### src/rtl/core/stt_pkg.sv
// Shared types and codes for the software timer table.
// No dependencies; imported by software_timer_table and the testbench.
`timescale 1ns / 1ps
package stt_pkg;

  localparam logic [1:0] OP_SET    = 2'd0;
  localparam logic [1:0] OP_REMOVE = 2'd1;
  localparam logic [1:0] OP_TICK   = 2'd2;

  localparam logic [1:0] STATUS_OK        = 2'd0;
  localparam logic [1:0] STATUS_NOT_FOUND = 2'd1;
  localparam logic [1:0] STATUS_POOL_FULL = 2'd2;

  localparam logic KIND_STATUS = 1'b0;
  localparam logic KIND_EXPIRY = 1'b1;

  typedef struct packed {
    logic [1:0]  op;
    logic [7:0]  task_id;
    logic [7:0]  signal_code;
    logic [31:0] duration;
    logic        periodic;
    logic [31:0] elapsed;
  } req_t;

  typedef struct packed {
    logic        kind;
    logic [1:0]  status;
    logic [7:0]  expired_task;
    logic [7:0]  expired_signal;
    logic [4:0]  free_slots;
    logic        last;
  } rsp_t;

  // Timer entry body; the list link is kept beside it in the same memory word.
  typedef struct packed {
    logic [7:0]  task_id;
    logic [7:0]  signal_code;
    logic [31:0] count;
    logic [31:0] period;
  } ent_t;

endpackage

### src/rtl/core/stt_ram.sv
// Single-port-write, single-port-read entry memory with registered read data.
// Depends on nothing; instantiated by software_timer_table.
`timescale 1ns / 1ps
module stt_ram #(
  parameter int DEPTH = 16,
  parameter int WIDTH = 85,
  parameter int AW    = 4
) (
  input  logic             clk,
  input  logic             we,
  input  logic [AW-1:0]    waddr,
  input  logic [WIDTH-1:0] wdata,
  input  logic             re,
  input  logic [AW-1:0]    raddr,
  output logic [WIDTH-1:0] rdata
);

  logic [WIDTH-1:0] mem [DEPTH];

  always_ff @(posedge clk) begin
    if (we) begin
      mem[waddr] <= wdata;
    end
    if (re) begin
      rdata <= mem[raddr];
    end
  end

endmodule

### src/rtl/core/software_timer_table.sv
// Software timer table: set, remove and tick over a linked list of timers.
// Each step reads one entry (S_RD), then evaluates or writes it (S_EV); a tick
// walks every live entry and waits in S_EV while results are stalled.
// Throughput: one transaction at a time; the read-then-write walk of the entry
// memory (one read port, registered read data) sets the rate.
// Reset: synchronous; clears valid bits, list head, count and sequencer.
`timescale 1ns / 1ps
module software_timer_table
  import stt_pkg::*;
#(
  parameter int POOL_SIZE = 16
) (
  input  logic clk,
  input  logic rst,
  input  logic req_valid,
  output logic req_stall,
  input  req_t req,
  output logic rsp_valid,
  input  logic rsp_stall,
  output rsp_t rsp
);

  // Index width holds the empty marker (POOL_SIZE); address width only slots.
  localparam int IW = $clog2(POOL_SIZE + 1);
  localparam int AW = (POOL_SIZE > 1) ? $clog2(POOL_SIZE) : 1;
  localparam int WW = IW + $bits(ent_t);
  localparam logic [IW-1:0] NONE = IW'(POOL_SIZE);

  localparam logic [2:0] S_IDLE = 3'd0;
  localparam logic [2:0] S_RD   = 3'd1;
  localparam logic [2:0] S_EV   = 3'd2;
  localparam logic [2:0] S_ADD  = 3'd3;
  localparam logic [2:0] S_STAT = 3'd4;

  logic [2:0]          state;
  req_t                cmd;
  logic [IW-1:0]       cur;
  logic [IW-1:0]       prev;
  ent_t                prev_ent;
  logic [IW-1:0]       guard;
  logic [1:0]          stat;
  logic [POOL_SIZE-1:0] valid;
  logic [IW-1:0]       first;
  logic [IW-1:0]       used;

  // Memory port signals
  logic            we;
  logic [AW-1:0]   waddr;
  logic [WW-1:0]   wdata;
  logic            re;
  logic [WW-1:0]   rdata;
  ent_t            rent;
  logic [IW-1:0]   rlink;

  assign rent  = rdata[$bits(ent_t)-1:0];
  assign rlink = rdata[WW-1:$bits(ent_t)];

  stt_ram #(.DEPTH(POOL_SIZE), .WIDTH(WW), .AW(AW)) u_ram (
    .clk   (clk),
    .we    (we),
    .waddr (waddr),
    .wdata (wdata),
    .re    (re),
    .raddr (cur[AW-1:0]),
    .rdata (rdata)
  );

  // Output register is free when empty or being drained this cycle.
  logic ofree;
  assign ofree = !rsp_valid || !rsp_stall;
  assign req_stall = (state != S_IDLE);

  // Walk condition and per-entry evaluation
  logic walk_on;
  assign walk_on = (cur < NONE) && (guard < NONE);

  logic        match;
  logic [31:0] dec_count;
  logic        hit_zero;
  logic        free_it;
  ent_t        upd_ent;
  assign match     = (rent.task_id == cmd.task_id) && (rent.signal_code == cmd.signal_code);
  assign dec_count = (cmd.elapsed < rent.count) ? (rent.count - cmd.elapsed) : 32'd0;
  assign hit_zero  = (dec_count == 32'd0);
  assign free_it   = hit_zero && (rent.period == 32'd0);

  always_comb begin
    upd_ent = rent;
    if (cmd.op == OP_SET) begin
      upd_ent.count = cmd.duration;
    end else if (hit_zero) begin
      upd_ent.count = rent.period;
    end else begin
      upd_ent.count = dec_count;
    end
  end

  // Lowest free slot
  logic          slot_found;
  logic [AW-1:0] slot;
  always_comb begin
    slot_found = 1'b0;
    slot       = '0;
    for (int i = POOL_SIZE - 1; i >= 0; i--) begin
      if (!valid[i]) begin
        slot_found = 1'b1;
        slot       = AW'(i);
      end
    end
  end

  ent_t new_ent;
  always_comb begin
    new_ent.task_id     = cmd.task_id;
    new_ent.signal_code = cmd.signal_code;
    new_ent.count       = cmd.duration;
    new_ent.period      = cmd.periodic ? cmd.duration : 32'd0;
  end

  // Memory write selection: one write per cycle at most.
  logic unlink;
  assign unlink = (state == S_EV) &&
                  (((cmd.op == OP_REMOVE) && match) ||
                   ((cmd.op == OP_TICK) && ofree && free_it));

  always_comb begin
    we    = 1'b0;
    waddr = cur[AW-1:0];
    wdata = {rlink, upd_ent};
    re    = (state == S_RD) && walk_on;
    if (unlink) begin
      // Patch the predecessor link; head updates go to the first register.
      we    = (prev != NONE);
      waddr = prev[AW-1:0];
      wdata = {rlink, prev_ent};
    end else if (state == S_EV) begin
      we = ((cmd.op == OP_SET) && match) || ((cmd.op == OP_TICK) && ofree);
    end else if (state == S_ADD) begin
      we    = slot_found;
      waddr = slot;
      wdata = {first, new_ent};
    end
  end

  logic [IW-1:0] used_dec;
  assign used_dec = used - IW'(1);

  always_ff @(posedge clk) begin
    if (rst) begin
      state     <= S_IDLE;
      valid     <= '0;
      first     <= NONE;
      used      <= '0;
      rsp_valid <= 1'b0;
    end else begin
      if (!rsp_stall) begin
        rsp_valid <= 1'b0;
      end
      if (unlink) begin
        valid[cur[AW-1:0]] <= 1'b0;
        used <= used_dec;
        if (prev == NONE) begin
          first <= rlink;
        end
      end
      unique case (state)
        S_IDLE: begin
          if (req_valid) begin
            cmd   <= req;
            cur   <= first;
            prev  <= NONE;
            guard <= '0;
            stat  <= STATUS_OK;
            if ((req.op == OP_SET) || (req.op == OP_REMOVE) || (req.op == OP_TICK)) begin
              state <= S_RD;
            end else begin
              state <= S_STAT;
            end
          end
        end
        S_RD: begin
          if (walk_on) begin
            state <= S_EV;
          end else if (cmd.op == OP_SET) begin
            state <= S_ADD;
          end else begin
            stat  <= (cmd.op == OP_REMOVE) ? STATUS_NOT_FOUND : STATUS_OK;
            state <= S_STAT;
          end
        end
        S_EV: begin
          if (cmd.op != OP_TICK) begin
            if (match) begin
              state <= S_STAT;
            end else begin
              prev      <= cur;
              prev_ent  <= rent;
              cur       <= rlink;
              guard     <= guard + IW'(1);
              state     <= S_RD;
            end
          end else if (ofree) begin
            // Apply the tick to this entry and emit an expiry on zero.
            if (!free_it) begin
              prev      <= cur;
              prev_ent  <= upd_ent;
            end
            if (hit_zero) begin
              rsp_valid          <= 1'b1;
              rsp.kind           <= KIND_EXPIRY;
              rsp.status         <= STATUS_OK;
              rsp.expired_task   <= rent.task_id;
              rsp.expired_signal <= rent.signal_code;
              rsp.free_slots     <= 5'(IW'(POOL_SIZE) - (free_it ? used_dec : used));
              rsp.last           <= 1'b0;
            end
            cur   <= rlink;
            guard <= guard + IW'(1);
            state <= S_RD;
          end
        end
        S_ADD: begin
          if (slot_found) begin
            valid[slot] <= 1'b1;
            first       <= IW'(slot);
            used        <= used + IW'(1);
          end else begin
            stat <= STATUS_POOL_FULL;
          end
          state <= S_STAT;
        end
        S_STAT: begin
          if (ofree) begin
            rsp_valid          <= 1'b1;
            rsp.kind           <= KIND_STATUS;
            rsp.status         <= stat;
            rsp.expired_task   <= 8'd0;
            rsp.expired_signal <= 8'd0;
            rsp.free_slots     <= 5'(IW'(POOL_SIZE) - used);
            rsp.last           <= 1'b1;
            state              <= S_IDLE;
          end
        end
        default: begin
          state <= S_IDLE;
        end
      endcase
    end
  end

`ifndef SYNTHESIS
  // Live count tracks the valid bits.
  a_used_matches: assert property (@(posedge clk) disable iff (rst)
    $countones(valid) == int'(used))
    else $error("used count out of step with valid bits");

  // Status items close a step; expiries never do.
  a_last_kind: assert property (@(posedge clk) disable iff (rst)
    rsp_valid |-> (rsp.last == (rsp.kind == KIND_STATUS)))
    else $error("last flag disagrees with result kind");

  // Empty head means an empty table.
  a_empty_head: assert property (@(posedge clk) disable iff (rst)
    (state == S_IDLE) |-> ((first == NONE) == (used == '0)))
    else $error("list head and used count disagree");
`endif

endmodule

### config.mk
export PLATFORM = sky130hd
export DESIGN_NAME = software_timer_table
export DESIGN_NICKNAME = d
export VERILOG_FILES = /design/src/rtl/core/stt_pkg.sv /design/src/rtl/core/stt_ram.sv /design/src/rtl/core/software_timer_table.sv
export SDC_FILE = /design/constraint.sdc
export NUM_CORES = 2
export LEC_CHECK = 0
export BUFFER_PORTS_ARGS = -buffer_cell sky130_fd_sc_hd__buf_2
export CORE_MARGIN = 5
export CORE_UTILIZATION = 50
export CTS_CLUSTER_DIAMETER = 40
export DETAILED_ROUTE_END_ITERATION = 6
export GPL_ROUTABILITY_DRIVEN = 0
export PLACE_DENSITY = 0.71
export SYNTH_ARGS = -nofsm -noshare
export SYNTH_HDL_FRONTEND = slang
export SYNTH_SLANG_ARGS = --single-unit
### constraint.sdc
create_clock -name clk -period 9.4 [get_ports clk]
set_input_delay 1.41 -clock clk [delete_from_list [all_inputs] [get_ports clk]]
set_output_delay 1.41 -clock clk [all_outputs]
set_load 0.01 [all_outputs]
---- Yosys cells after proc, flatten, opt, wreduce, memory -nomap -nowiden ----
Memory sizes are Yosys's and may differ from the RTL's. A register that Yosys moved wholly into a read port is not among the register bits.
Index checks and enable logic that the tools add are counted.
Widths: inputs -> output; s select.
cells by class
  multiplexer cells ....................... 109
  add/subtract/negate cells ............... 6
  reduce and logical (&&, ||, !) cells .... 35
  magnitude comparators ................... 7
  shifts and indexed selects .............. 0
  eq/ne operators ......................... 26
  multiply operators ...................... 0
  divide/modulo/power cells ............... 0
  bitwise operators ....................... 4
operators by type and width
  cell                 number
  $mux 80              4
  $mux 85              3
  $mux 32              4
  $mux 5               21
  $mux 25              4
  $mux 4               19
  $logic_not 32->1     2
  $mux 16              4
  $pmux 25 s2          1
  $lt 32x32->1         1
  $sub 32x32->32       1
  $pmux 5 s2           3
  $mux 1               29
  $mux 3               8
  $ne 2x2->1 const B   10
  $reduce_and 6->1     3
  $and 16x16->16       1
  $eq 8x8->1           2
  $not 16->16          1
  $or 16x16->16        1
  $pmux 3 s5           1
  $logic_and 1x1->1    11
  $add 5x1->5 const B  2
  $lt 4x5->1 const B   2
  other kinds (27)     49
storage, ports and cells
  latch bits .............................. 0
  memory bits (read-only) ................. 0
  RAM bits ................................ 1,360
  memories kept ........................... 1
  input bits .............................. 87
  logic and storage cells ................. 213
  register bits after elaboration ......... 235
  output and inout port bits .............. 27
memories
  name       words  bits a word  rd ports  clocked after memory_dff  write ports  RTL line       RTL
  u_ram.mem  16     85           1         1                         1            stt_ram.sv:18  logic [WIDTH-1:0] mem [DEPTH];

---- Depth between registers and ports, before layout ----
  depth in word-level cells ............... 23
  depth in mapped cells ................... 20
  mapped depth without buffers ............ 20

---- Modules after synthesis ----
A second synthesis with hierarchy kept.
unflattened totals
  cell total of the unflattened synthesis .. 3,691
  area, all modules ....................... 67,359.6 µm²
modules (own cells, without submodules)
  module                area an instance (µm²)  cells an instance  times used  seq. area each (µm²)
  stt_ram               53,372.4                2,180              1           43,391.6
  software_timer_table  13,987.2                1,511              1           6,756.5

---- Worst setup path after synthesis ----
No wires, ideal clock.
  path type ............................... reg2reg
  start point ............................. reg cmd[0] (netlist name)
  end point ............................... reg prev_ent[0] (netlist name), enable pin
  buffers on the path ..................... 0
  clock period less this slack ............ 9,523 ps
  setup slack ............................. -123 ps
  library setup time ...................... 637 ps
  stages on the path, launching flop included .. 14
  data arrival time ....................... 8,885 ps
  cells stage by stage .................... edfxtp_1 -> ha_1 -> fa_1 -> nand2b_1 -> a21oi_2 -> o21ai_1 -> a2111o_1 -> a31o_2 -> xnor2_2 -> nor4_4 -> nand4bb_4 -> nand2_1 -> a21o_1 -> a211oi_1
on the way
  word-level cells in the longest chain between the ends .. 6
  elaborated cells between the ends (all ways) .. 7
RTL lines
  item                                                   RTL line                     RTL
  start, declared                                        software_timer_table.sv:36   req_t cmd;
  start signal, assigned                                 software_timer_table.sv:169  cmd <= req;
  $sub 32x32->32 / $lt 32x32->1 (equally long branches)  software_timer_table.sv:83   assign dec_count = (cmd.elapsed < rent.count) ? (rent.count - cmd.elapsed) : 32'd0;
  $mux 32 *                                              software_timer_table.sv:83
  $logic_not 32->1 *                                     software_timer_table.sv:84   assign hit_zero = (dec_count == 32'd0);
  $logic_and 1x1->1 *                                    software_timer_table.sv:85   assign free_it = hit_zero && (rent.period == 32'd0);
  $ne 2x1->1 (no source line) *                          n/a
  $reduce_and 5->1 (no source line) *                    n/a
  end signal, assigned                                   software_timer_table.sv:197  prev_ent <= rent;
  end signal, assigned                                   software_timer_table.sv:206  prev_ent <= upd_ent;
  end, declared                                          software_timer_table.sv:39   ent_t prev_ent;
Mark *: on every way between the ends. The rest lies on a longest branch, timed or not.
A chain may end at the register's enable or synchronous reset.

---- Final worst setup path ----
  start point ............................. reg cmd[0] (netlist name)
  end point ............................... mem u_ram.mem[3][34], data pin
on the way
  word-level cells in the longest chain between the ends .. 8
  elaborated cells between the ends (all ways) .. 13
RTL lines
  item                                                   RTL line                                                  RTL
  $sub 32x32->32 / $lt 32x32->1 (equally long branches)  software_timer_table.sv:83
  $mux 32 *                                              software_timer_table.sv:83
  $logic_not 32->1                                       software_timer_table.sv:84
  $mux 32 / $logic_and 1x1->1 (equally long branches)    software_timer_table.sv:91, software_timer_table.sv:85
  $mux 32 / $logic_and 1x1->1 (equally long branches)    software_timer_table.sv:89, software_timer_table.sv:124
  $mux 85 / $logic_or 1x1->1 (equally long branches)     software_timer_table.sv:138, software_timer_table.sv:123
  $mux 85 / $logic_and 1x1->1 (equally long branches)    software_timer_table.sv:136, software_timer_table.sv:122
  $mux 85 *                                              software_timer_table.sv:131                               if (unlink) begin
  via u_ram.wdata[34]                                    stt_ram.sv:12                                             input logic [WIDTH-1:0] wdata,
  end, declared                                          stt_ram.sv:18
Mark *: on every way through the listed nets, which the timed path passes. The rest lies on a longest branch.

==> summary.txt <==
Synthesized instance count - 3495
Peak supply drop - 0.0001872 V
Number of top-level pins - 114
Wire per inst - 30.20 um
Crit path kind - flip-flop to flip-flop
Die H - 377.5 um
Multi-input logic area - 16620 um2
Starting density of the core - 0.5047
Post-DP HPWL - 98080 um
Leakage Power - 24.24 nW
Status - completed
Violation count after the first detailed-route iteration - 4677
Register share of total power - 0.507
Layout cell share with drive strength beyond 1 - 0.2581
# Max-Cap Violations - 0
Psw - 3.574 mW
Hold WC Path Type - flip-flop to flip-flop
Port Buffers - 113
Worst-Margin Slew - 1.310 ns
DR pass1 iterations - 6
Pre-CTS setup slack - 2.963 ns
Slew headroom - 0.1225
CP peak stage delay - 0.78 ns
Clock Latency Late Sink - 0.80 ns
DP Area - 70590 um2
Yosys warnings - 0
Setup crit end kind - flip-flop
First-pass GRT wire length - 247200 um
Post-CTS setup buffer count - 0
Yosys reg bits - 1680
Global route overflow - 0
Sequential cell area - 50150 um2
Post-synth top area share - 0.7338
Commonest non-fill, non-tap cell in the layout - edfxtp_1
Routed vias - 35660
Vias in the first global route - 35650
Max H-tree Level - 4
CP Data Arrival Time - 7.23 ns
Layout Utilization - 0.5725
Post-synth ARST share - 0
Area leader, netlist - edfxtp_1
Power Total - 16.41 mW
Crit path top cell by count - buf_4
Tcrit/Tclk final - 0.7027
Hold Buf Count CTS - 0
Worst-path clk slew - 0.05 ns
Worst path slowest cell - buf_4
Post-synth EDFFs - 1650
Fillers - 9783
CP startpoint kind - flip-flop
RSZ-0062 raised after global routing - no
P&R area growth vs syn - 13.45%
Mean area per synthesized cell - 19.32 um2
Synth cell types - 79
Nets@finish - 3819
Max-slew violations - 0
Worst-path maximum fanout - 71
Initial antenna violation count - 3
Most frequent cells in the layout - edfxtp_1 (1650), mux4_2 (425), nand2_1 (196), clkbuf_16 (185), nor2_1 (174)
Synthesized area - 67520 um2
Clock buffer depth - 3
Number of CTS-inserted buffers - 183
Internal power - 12.83 mW
Seq/Total Area, Yosys - 0.7427
Pwr dens - 214.2 nW/um2
CTS resizes - 0
Fin. Hold Viols - 0
Core area - 133800 um2
Clock skew - 0.05030 ns
Vias per cell - 6.356
Cell area after layout - 76600 um2
Post-route ant nets - 0
FMAX - 151.4 MHz
Power share of the combinational group - 0.060
Die footprint - 142500 um2
DRC - 0
CTS Sinks - 1680
Setup tns final - 0 ns
Final Setup Violations - 0
Num rows - 134
Root Driver - clkbuf_16
Net Count, Synth - 3619
Cells taking the most area after synthesis - edfxtp_1 (73%), mux4_2 (14%), nand2_1 (1.1%), nor2_1 (0.97%), dfxtp_1 (0.89%)
Largest net degree at the start of global routing - 127
Die Span X - 377.5 um
CTS tree - done
Clk pwr share - 0.433
Tmin final - 6.606 ns
Switching portion of total power - 0.2179
Final setup margin - 2.794 ns
Critical Path RT - 10.02 ns
CP Cell Sequence - ha_1 -> fa_1 -> nand2b_1 -> a21oi_2 -> o21ai_1 -> a2111o_1 -> a221oi_2 -> nor4_1 -> nand4_1 -> nand4bb_4 -> o21a_4 -> buf_4 -> buf_4 -> nand2_1 -> o21ai_0 -> buf_4
Final WL - 169400 um
GRT Total Usage - 0.2389
Post-synth top flop - edfxtp_1
==> logic make-up after synthesis <==
family	after synthesis	synth area share
compound gates	432	0.04171
xor+xnor	47	0.006208
fa+ha+maj	37	0.006968
buf+inv	253	0.01573
flops	1680	0.7427
mux	437	0.1439
simple gates	609	0.04281
==> worst paths after layout <==
check	from	endpoint	slack (ns)	cells past startpoint
setup / recovery	cmd[0]$_DFFE_PP_	u_ram.mem[3][34]$_DFFE_PP_	2.79	16
hold / removal	valid[15]$_SDFF_PP0_	valid[15]$_SDFF_PP0_	0.51	2
setup reg to reg	cmd[0]$_DFFE_PP_	u_ram.mem[3][34]$_DFFE_PP_	2.79	16
hold reg to reg	valid[15]$_SDFF_PP0_	valid[15]$_SDFF_PP0_	0.51	2
==> routing by layer <==
layer / global-route usage / wire [um]
met1: 0.3380 / 67450
met5: 0 / 13
met4: 0.07250 / 4882
met3: 0.04596 / 14550
met2: 0.3839 / 82530
==> area by class of cell <==
cell class / count / area share
diodes: 3 / 0.00009800
clock buffers: 210 / 0.06166
inverters: 58 / 0.002842
repair buffers: 210 / 0.01820
well taps: 1768 / 0.02888
flip-flops and latches: 1680 / 0.6547
multi-input cells: 1562 / 0.2170
clock inverters: 119 / 0.01671
==> worst max-delay path: cells and delay by family (launching register included) <==
family / cells / cell delay, ns
AOI/OAI and AO/OA: 6 / 2.03
buffers and inverters: 3 / 1.75
and+or+nand+nor: 5 / 1.56
adders and majority gates: 2 / 0.64
DFF: 1 / 0.36
==> metrics by stage <==
stage / std cells / hold WS (ns)
global placement: 5278 / 0.4992
detailed placement: 5278 / 0.5033
global route: 5607 / 0.5258
CTS: 5607 / 0.5114
finish: 5610 / 0.5112
floorplan: 3495 / 0.4649
==> state kept, by name, indices dropped and copies added, names as in the netlist <==
register,count
rsp_valid,1
used,5
u_ram.rdata,85
prev_ent,80
rsp,25
cur,5
state,3
u_ram.mem,1360
guard,5
prev,5
cmd,83
valid,16
first,5
stat,2
==> power groups by stage <==
stage	sequential [mW]	combinational, mW	clock (mW)
3_5_place_dp	8.48	0.979	0
2_1_floorplan	8.47	0.665	0
4_1_cts	8.33	0.986	7.19
5_1_grt	8.32	1.05	7.52
3_3_place_gp	8.48	0.969	0
6_report	8.33	0.982	7.10
==> synthesized netlist by cell type (30+ instances only) <==
cell	number
nand3_1	59
a221oi_1	36
a31oi_1	56
nor2_1	175
mux4_2	425
inv_1	57
dfxtp_1	30
a21oi_1	80
clkbuf_1	131
and2_1	35
o21ai_0	105
ha_1	36
edfxtp_1	1650
nand2_1	197
Note: power is estimated with default switching activity, not from simulation.
